File: src/hdl/dtt_ram.sv
// Generic single-write, single-read RAM with registered read data.
module dtt_ram #(
  parameter int WIDTH = 8,
  parameter int DEPTH = 256
) (
  input  logic                     clk,
  input  logic                     we,
  input  logic [$clog2(DEPTH)-1:0] waddr,
  input  logic [WIDTH-1:0]         wdata,
  input  logic                     re,
  input  logic [$clog2(DEPTH)-1:0] raddr,
  output logic [WIDTH-1:0]         rdata
);

  logic [WIDTH-1:0] mem [DEPTH];

  always_ff @(posedge clk) begin
    if (we) begin
      mem[waddr] <= wdata;
    end
    if (re) begin
      rdata <= mem[raddr];
    end
  end

endmodule

File: config.mk
export PLATFORM = sky130hd
export DESIGN_NAME = dtt_ram
export DESIGN_NICKNAME = d
export VERILOG_FILES = /design/src/hdl/dtt_ram.sv
export SDC_FILE = /design/constraint.sdc
export NUM_CORES = 2
export LEC_CHECK = 0
export BUFFER_PORTS_ARGS = -buffer_cell sky130_fd_sc_hd__buf_4
export CORE_MARGIN = 8
export CORE_UTILIZATION = 55
export DETAILED_ROUTE_END_ITERATION = 8
export GPL_ROUTABILITY_DRIVEN = 0
export GPL_TIMING_DRIVEN = 0
export PLACE_DENSITY = 0.71
export SLEW_MARGIN = 15
export SYNTH_ARGS = -nofsm -noshare
export SYNTH_HDL_FRONTEND = slang
export SYNTH_SLANG_ARGS = --single-unit
File: constraint.sdc
create_clock -name clk -period 5 [get_ports clk]
set_input_delay 1 -clock clk [delete_from_list [all_inputs] [get_ports clk]]
set_output_delay 1 -clock clk [all_outputs]
set_load 0.005 [all_outputs]
==> results.py <==
metrics = {
    "run_status": {
        "status": "finished with violations",
        "violations": "setup timing",
    },
    "clocking": {
        "clockBufferDepth": 3,
        "cts_tree": "done",
        "path_clk_slew_ns": 0.06,
        "cts_setup_buffers": 0,
        "post_cts_resize_count": 0,
        "cts_made_buffers": 198,
        "ctsHoldBuffers": 0,
        "root_buffer": "clkbuf_16",
        "ctsHtreeMaxLevel": 4,
        "cts.sinks": 2056,
        "insertion_delay_ns": 0.85,
    },
    "sta": {
        "skew_ns": 0.0434,
        "finalMaxSlewViolations": 0,
        "layout_setup_ws_ns": -0.0982,
        "setup_tns_ns": -0.124,
        "hold_ws_ns": 0.392,
        "post-route-period-util": 1.02,
        "setup_viol": 2,
        "finalHoldViolCount": 0,
        "min_period_ns": 5.10,
        "slew_headroom": 0.106,
        "worst-slew-pin-transition_ns": 1.34,
        "timing.fmax_mhz": 196,
        "rsz0062_at_grt": "false",
    },
    "final_layout": {
        "drive_above_1_share": 0.229,
        "final_util": 0.624,
        "nets": 4017,
        "area_growth_pct": 12.6,
    },
    "setup_path": {
        "crit_fanout": 10,
        "path_class": "primary input to flip-flop",
        "critPathLaunchType": "primary input",
        "reg2reg_from": "mem[139][1]$_DFFE_PP_",
        "cp.arrival_ns": 5.62,
        "startpoint": "raddr[4]",
        "cp.required_ns": 5.52,
        "end_kind": "flip-flop",
    },
    "routing": {
        "via_per_inst": 6.95,
        "vias": 42200,
        "drtIter0Drc": 6977,
        "drtPass1Iterations": 8,
        "drc_errors": 0,
        "post_drt_wl_per_cell_um": 38.3,
        "routed_wl_um": 233000,
        "ant_nets": 0,
    },
    "logic_synthesis": {
        "ys_seq_area_frac": 0.775,
        "syn_nets": 3760,
        "synth_top_area_cell": "edfxtp_1",
        "synth-edff-count": 2056,
        "synthFlopType": "edfxtp_1",
        "synthCells": 3733,
        "avgSynthCellArea_sq_um": 21.3,
        "yosysWarnings": 0,
        "yosysUniqueCellTypes": 54,
        "ys_async_sr_fraction": 0,
        "yosysTopAreaCellShare": 0.775,
        "synth_common_cells": "edfxtp_1, mux4_2, nor2_1",
        "synth.most_common_cell": "edfxtp_1",
        "ys_ff_latch": 2056,
        "netlist_area_sq_um": 79600,
        "synthTopCellsByArea": "edfxtp_1, mux4_2, mux2i_1",
    },
    "floorplan": {
        "dieArea_sq_um": 157000,
        "core_sq_um": 144000,
        "start_util": 0.554,
        "io_pins": 35,
        "die_w_um": 397,
        "fp-row-count": 139,
        "die-height_um": 397,
    },
    "grt": {
        "antenna_found_initial": 20,
        "grtUsageTotal": 0.292,
        "grt_pass1_wl_um": 318000,
        "gr-total-overflow": 0,
        "grt_pass1_vias": 40500,
        "grt_max_degree": 134,
    },
    "pwr": {
        "pwr_density_cell_nw_per_um2": 405,
        "p_leak_uw": 0.0277,
        "peakVddDrop_mv": 0.387,
        "total_power_uw": 36300,
    },
    "place": {
        "port_buffers": 27,
        "dpl.hpwl_um": 155000,
        "post-place-ws_ns": -0.730,
    },
    "worst_hold_path": {
        "min_path_type": "primary input to flip-flop",
        "min_from": "wdata[7]",
    },
    "run": {
        "maxCapViolCount": 0,
    },
}
[cell families (layout without fill, tap and decap cells)]
group | after synthesis | in the layout | share of synthesized area
flip-flops | 2056 | 2056 | 0.775
multiplexers | 591 | 591 | 0.146
AND/OR/NAND/NOR | 466 | 466 | 0.0263
AO/OA/AOI/OAI | 385 | 385 | 0.0342
buffers and inverters | 235 | 658 | 0.0183
other | 0 | 16 | 0
[cell usage in the layout (no fill, tap or decap), types with 43 or more instances in the layout]
| cell type | count |
|---|---|
| a22oi_1 | 133 |
| mux2i_1 | 134 |
| a21oi_1 | 96 |
| clkinv_1 | 43 |
| edfxtp_1 | 2056 |
| buf_4 | 51 |
| clkbuf_16 | 203 |
| nor2_1 | 282 |
| clkbuf_1 | 124 |
| mux4_2 | 454 |
| o221ai_1 | 46 |
[state kept, by name (all words and copies together) (netlist names)]
signal  count
rdata       8
mem      2048
[critical path: stages]
cell       delay [ns]
buf_4            0.10
buf_4            0.31
clkbuf_1         0.84
clkbuf_1         1.02
clkbuf_2         0.75
a2111oi_0        0.33
nor3_1           0.96
nor4_2           0.22
[path summary, 6_finish.rpt]
kind                          end  slack, ns  cells after the start
max            rdata[2]$_DFFE_PP_       -0.1                      8
min          mem[56][7]$_DFFE_PP_       0.39                      1
max reg2reg    rdata[1]$_DFFE_PP_       1.61                      6
min reg2reg    rdata[7]$_DFFE_PP_       1.10                      5
[routing by layer]
metal	wire length [um]	GRT usage	up-vias	part of all wire
met5	97	0	-	0.00042
met4	14200	0.150	12	0.061
met3	32700	0.0995	660	0.14
met2	104000	0.430	3360	0.45
met1	81700	0.390	21900	0.35
li1	-	-	16300	-
[final cells by class]
| type | instances | area (sq um) |
|---|---|---|
| clock inverter | 126 | 1360 |
| fill | 9743 | 54000 |
| clock buffer | 240 | 5220 |
| buffer | 233 | 1490 |
| tap | 1903 | 2380 |
| multi-input combinational | 1442 | 16500 |
| sequential | 2056 | 61700 |
| inverter | 2 | 7.51 |
| antenna | 16 | 40.0 |
| timing repair buffer | 57 | 928 |
[power breakdown]
part	total, uW	internal [uW]	switching, uW
logic	2020	635	1380
clock network	15300	8810	6460
registers	19000	19000	17.3
total	36300	28500	7860
[stage by stage]
step / instance area (sq um) / instances
after global routing: 89600 / 6060
final: 89600 / 6075
after floorplan: 79600 / 3733
after global placement: 82200 / 5663
after CTS: 89600 / 6057
after detailed placement: 83000 / 5691
No activity file was read; power rests on OpenSTA's default activity.
