**src/hdl/dtt_pkg.sv**
```systemverilog
// Shared constants, types and state encoding of the dirty tile tracker.
package dtt_pkg;

  localparam int GRID_COLS  = 80;
  localparam int GRID_ROWS  = 60;
  localparam int CELL_SIZE  = 8;
  localparam int CELL_SHIFT = $clog2(CELL_SIZE);
  localparam int NCELLS     = GRID_COLS * GRID_ROWS;
  localparam int SCR_W      = GRID_COLS * CELL_SIZE;
  localparam int SCR_H      = GRID_ROWS * CELL_SIZE;

  localparam int COL_W  = $clog2(GRID_COLS + 1);
  localparam int ROW_W  = $clog2(GRID_ROWS + 1);
  localparam int ADDR_W = $clog2(NCELLS);
  localparam int X_W    = COL_W + CELL_SHIFT;
  localparam int Y_W    = ROW_W + CELL_SHIFT;
  localparam int WORD_W = 9;  // occupied bit on top of the eight cell bits

  localparam logic [7:0] DIRTY_BIT = 8'h40;
  localparam logic [7:0] KEEP_MASK = 8'h3f;
  localparam logic [7:0] HIGH_FLAG = 8'h80;
  localparam logic [7:0] VIEW_BITS = 8'h03;

  localparam logic [1:0] CMD_MARK      = 2'd0;
  localparam logic [1:0] CMD_FLUSH     = 2'd1;
  localparam logic [1:0] CMD_SET_OCC   = 2'd2;
  localparam logic [1:0] CMD_PAGE_CLR  = 2'd3;

  localparam logic [2:0] REG_VP_ENABLE = 3'd0;
  localparam logic [2:0] REG_VP_LEFT   = 3'd1;
  localparam logic [2:0] REG_VP_TOP    = 3'd2;
  localparam logic [2:0] REG_VP_RIGHT  = 3'd3;
  localparam logic [2:0] REG_VP_BOTTOM = 3'd4;

  typedef struct packed {
    logic [COL_W-1:0] col0;
    logic [COL_W-1:0] col1;
    logic [ROW_W-1:0] row0;
    logic [ROW_W-1:0] row1;
    logic             empty;
    logic             whole;
  } clip_t;

  typedef enum logic [4:0] {
    ST_CLEAR, ST_IDLE, ST_DECODE,
    ST_MARK_RD, ST_MARK_WR,
    ST_OCC_RD, ST_OCC_WR,
    ST_SCAN_RD, ST_SCAN_CHK,
    ST_WID_RD, ST_WID_CHK,
    ST_HGT_RD, ST_HGT_CHK,
    ST_CLR_RD, ST_CLR_WR,
    ST_PUSH, ST_FINISH
  } state_t;

endpackage

```
**src/hdl/dtt_clip.sv**
```systemverilog
// Clips a pixel rectangle to the screen and converts it to a cell range.
module dtt_clip (
  input  logic signed [15:0] left,
  input  logic signed [15:0] top,
  input  logic signed [15:0] right,
  input  logic signed [15:0] bottom,
  output dtt_pkg::clip_t     clip_o
);
  import dtt_pkg::*;

  // low edge: negative to 0, past the screen to the cell count
  function automatic logic [8:0] clip_lo(logic signed [15:0] v, logic signed [17:0] px,
                                         logic [8:0] cells);
    logic signed [17:0] e;
    logic [8:0]         r;
    e = 18'(v);
    if (e < 0) begin
      r = '0;
    end else if (e > px - 18'sd1) begin
      r = cells;
    end else begin
      r = e[11:3];
    end
    return r;
  endfunction

  // high edge: round up to a cell edge, clamp to the screen
  function automatic logic [8:0] clip_hi(logic signed [15:0] v, logic signed [17:0] px,
                                         logic [8:0] cells);
    logic signed [17:0] e;
    logic [8:0]         r;
    e = 18'(v) + 18'(CELL_SIZE - 1);
    if (e <= 0) begin
      r = '0;
    end else if (e >= px) begin
      r = cells;
    end else begin
      r = e[11:3];
    end
    return r;
  endfunction

  always_comb begin
    clip_o.col0  = COL_W'(clip_lo(left,   18'(SCR_W), 9'(GRID_COLS)));
    clip_o.col1  = COL_W'(clip_hi(right,  18'(SCR_W), 9'(GRID_COLS)));
    clip_o.row0  = ROW_W'(clip_lo(top,    18'(SCR_H), 9'(GRID_ROWS)));
    clip_o.row1  = ROW_W'(clip_hi(bottom, 18'(SCR_H), 9'(GRID_ROWS)));
    clip_o.empty = (clip_o.col1 <= clip_o.col0) || (clip_o.row1 <= clip_o.row0);
    clip_o.whole = (left <= 16'sd0) && (top <= 16'sd0) &&
                   (clip_o.col1 == COL_W'(GRID_COLS)) && (clip_o.row1 == ROW_W'(GRID_ROWS));
  end

endmodule

```
**config.mk**
```make
export PLATFORM = sky130hd
export DESIGN_NAME = dtt_clip
export DESIGN_NICKNAME = d
export VERILOG_FILES = /design/src/hdl/dtt_pkg.sv /design/src/hdl/dtt_clip.sv
export SDC_FILE = /design/constraint.sdc
export NUM_CORES = 1
export LEC_CHECK = 0
export ABC_AREA = 1
export ABC_CLOCK_PERIOD_IN_PS = 2400
export BUFFER_PORTS_ARGS = -buffer_cell sky130_fd_sc_hd__buf_4
export CAP_MARGIN = 20
export CORE_ASPECT_RATIO = 2
export CORE_MARGIN = 2
export CORE_UTILIZATION = 43
export DETAILED_ROUTE_END_ITERATION = 16
export GPL_TIMING_DRIVEN = 1
export PLACE_DENSITY = 0.82
export SLEW_MARGIN = 20
export SYNTH_ARGS = -nofsm -noshare
export SYNTH_HDL_FRONTEND = slang
export SYNTH_SLANG_ARGS = --single-unit
export TNS_END_PERCENT = 50
```
**constraint.sdc**
```tcl
create_clock -name vclk -period 2.4
set_input_delay 0.24 -clock vclk [all_inputs]
set_output_delay 0.24 -clock vclk [all_outputs]
set_load 0.01 [all_outputs]
```
==> results_dict.tcl <==
set metrics [dict create \
    synth_area_per_cell_sq_um 5.028 \
    cp.arrival_ns 3.32 \
    synthTopCellsByArea "nand2_1 19%, inv_1 17%, nor2_1 9.9%" \
    synth_nets 393 \
    p_leak_nw 1.822 \
    num_rows 31 \
    grt_pass1_wl_mm 11.63 \
    fin_util 0.8869 \
    crit_required_ns 2.16 \
    cap_violations 0 \
    n_antenna_cell 0 \
    synth_top_area_frac 0.1925 \
    clkbuf_count 0 \
    rsz0062_at_grt "yes" \
    layout.area.seq_sq_um 0 \
    hold_depth 3 \
    drc 0 \
    hold_path.class "in -> out" \
    slew_headroom 0.6673 \
    layout_commonest_cell "buf_4" \
    viasPerCell 5.666 \
    synth.distinct_cells 29 \
    critPathKind "in -> out" \
    die_x_um 47.12 \
    dp_hpwl_mm 5.770 \
    placed_cells 531 \
    grt_start_max_net_pins 10 \
    drt_pass1_iterations 5 \
    tightestPinTransition_ns 0.4945 \
    gp_congestion 0.9135 \
    max_freq_mhz 281.0 \
    wl_met1_mm 2.745 \
    fin_cells 542 \
    min_period_ns 3.559 \
    crit_fanout 4 \
    overflow 0 \
    wl_mm 9.287 \
    synth.largest_area_cell "nand2_1" \
    route.met2.wl_mm 4.681 \
    drv_slew 0 \
    end_kind "output port" \
    finalSetupViolCount 9 \
    start_util 0.4433 \
    wl_per_cell_um 17.13 \
    seq_cells 0 \
    status "finished, violations left" \
    grt_pass1_vias 2820 \
    powerDensity_nw_per_um2 145.7 \
    area_delta_synth_final_pct 100.1 \
    ys_warn_count 0 \
    start_kind "primary input" \
    hold_viol_final 0 \
    io_buffers 92 \
    syn_inst 318 \
    seq_area_frac_synth 0 \
    nets 570 \
    period_share 1.483 \
    ant_nets 0 \
    violations "setup timing" \
    core_area_sq_um 3607 \
    antenna_found_initial 0 \
    highest_layer "met4" \
    peakVddDrop_mv 0.09926 \
    track_usage 0.3531 \
    drtIter0Drc 183 \
    layout_setup_ws_ns -1.159 \
    drive_gt1_frac 0.4726 \
    layout_common_cells "156 x buf_4, 76 x nand2_1, 67 x inv_1" \
    wl_met3_um 793 \
    dieArea_sq_um 4252 \
    via_count 3071 \
    fp.dieH_um 90.24 \
    io_pins 92 \
    syn-cell-area_sq_um 1599 \
]
-- cell type report --
class / count / area, sq um
Fill cell: 180 / 407.9
Tap cell: 49 / 61.31
Multi-Input combinational cell: 246 / 1464
Timing Repair Buffer: 176 / 1405
Inverter: 71 / 269.0
-- stage by stage --
step	worst slack (ns)	TNS, ns	area, sq um	hold slack (ns)	power (mW)
3_5_place_dp	-0.7097	-1.065	2907	0.7811	0.3893
2_1_floorplan	-0.3419	-0.3419	1605	0.5314	0.1572
6_report	-1.159	-2.839	3199	0.8002	0.4660
5_1_grt	-1.220	-4.129	3199	0.8041	0.4962
3_3_place_gp	-0.5887	-0.5910	2907	0.7793	0.3791
4_1_cts	-0.5802	-0.5802	2964	0.7831	0.4003
-- metal layers --
metal  vias up  global-route usage
met5         -                   0
met4         0              0.1157
met3       113             0.05622
met2       248              0.6884
met1      1353              0.3285
li1       1357                   -
-- power by group --
group	total [mW]	switching [mW]	leakage, nW	internal [mW]
Clock	0	0	0	0
Sequential	0	0	0	0
Combinational	0.466	0.243	1.82	0.223
-- kinds of logic after synthesis --
family,synth area share
and+or+nand+nor,0.5900
buffers and inverters,0.1737
AOI/OAI and AO/OA,0.1064
adders and majority gates,0.08607
xor gates and xnor gates,0.04382
-- worst paths after layout --
check / start / end / slack (ns)
max: right[1] / clip_o[1] / -1.16
min: left[15] / clip_o[25] / 0.80
-- critical path, cell delays in order --
cell and delay, ns:
buf_6 0.08, inv_2 0.05, nand2_4 0.07, nor2_4 0.05, nor2_4 0.08, nand2_2 0.08
nor2_4 0.20, nand2_4 0.10, buf_4 0.15, nor2_1 0.16, xor2_1 0.29, nor2_1 0.10
nand3b_1 0.19, buf_4 0.16, nor2_4 0.04, ha_1 0.33, nand4_1 0.19, a21oi_2 0.20
o22ai_1 0.13, a21oi_1 0.21, nand2_1 0.11, buf_6 0.13
-- what timing repair did --
action / 4_1_cts / 5_1_grt
buffers inserted: 3 / 11
hold buffers: 0 / 0
gates resized for setup: 17 / 46
hold endpoints to repair: 0 / 0
endpoints found under the setup margin: 6 / 11
pin swaps: 3 / 11
-- synth_stat cells (6+ instances only) --
master   number
nand2_1      82
o21ai_0      10
nor2_1       42
inv_1        71
nand2_2       6
ha_1         11
nor2_2       10
a21oi_1      14
nand4_1      17
nand3_1      14
Power figures use the tool's default switching activity.
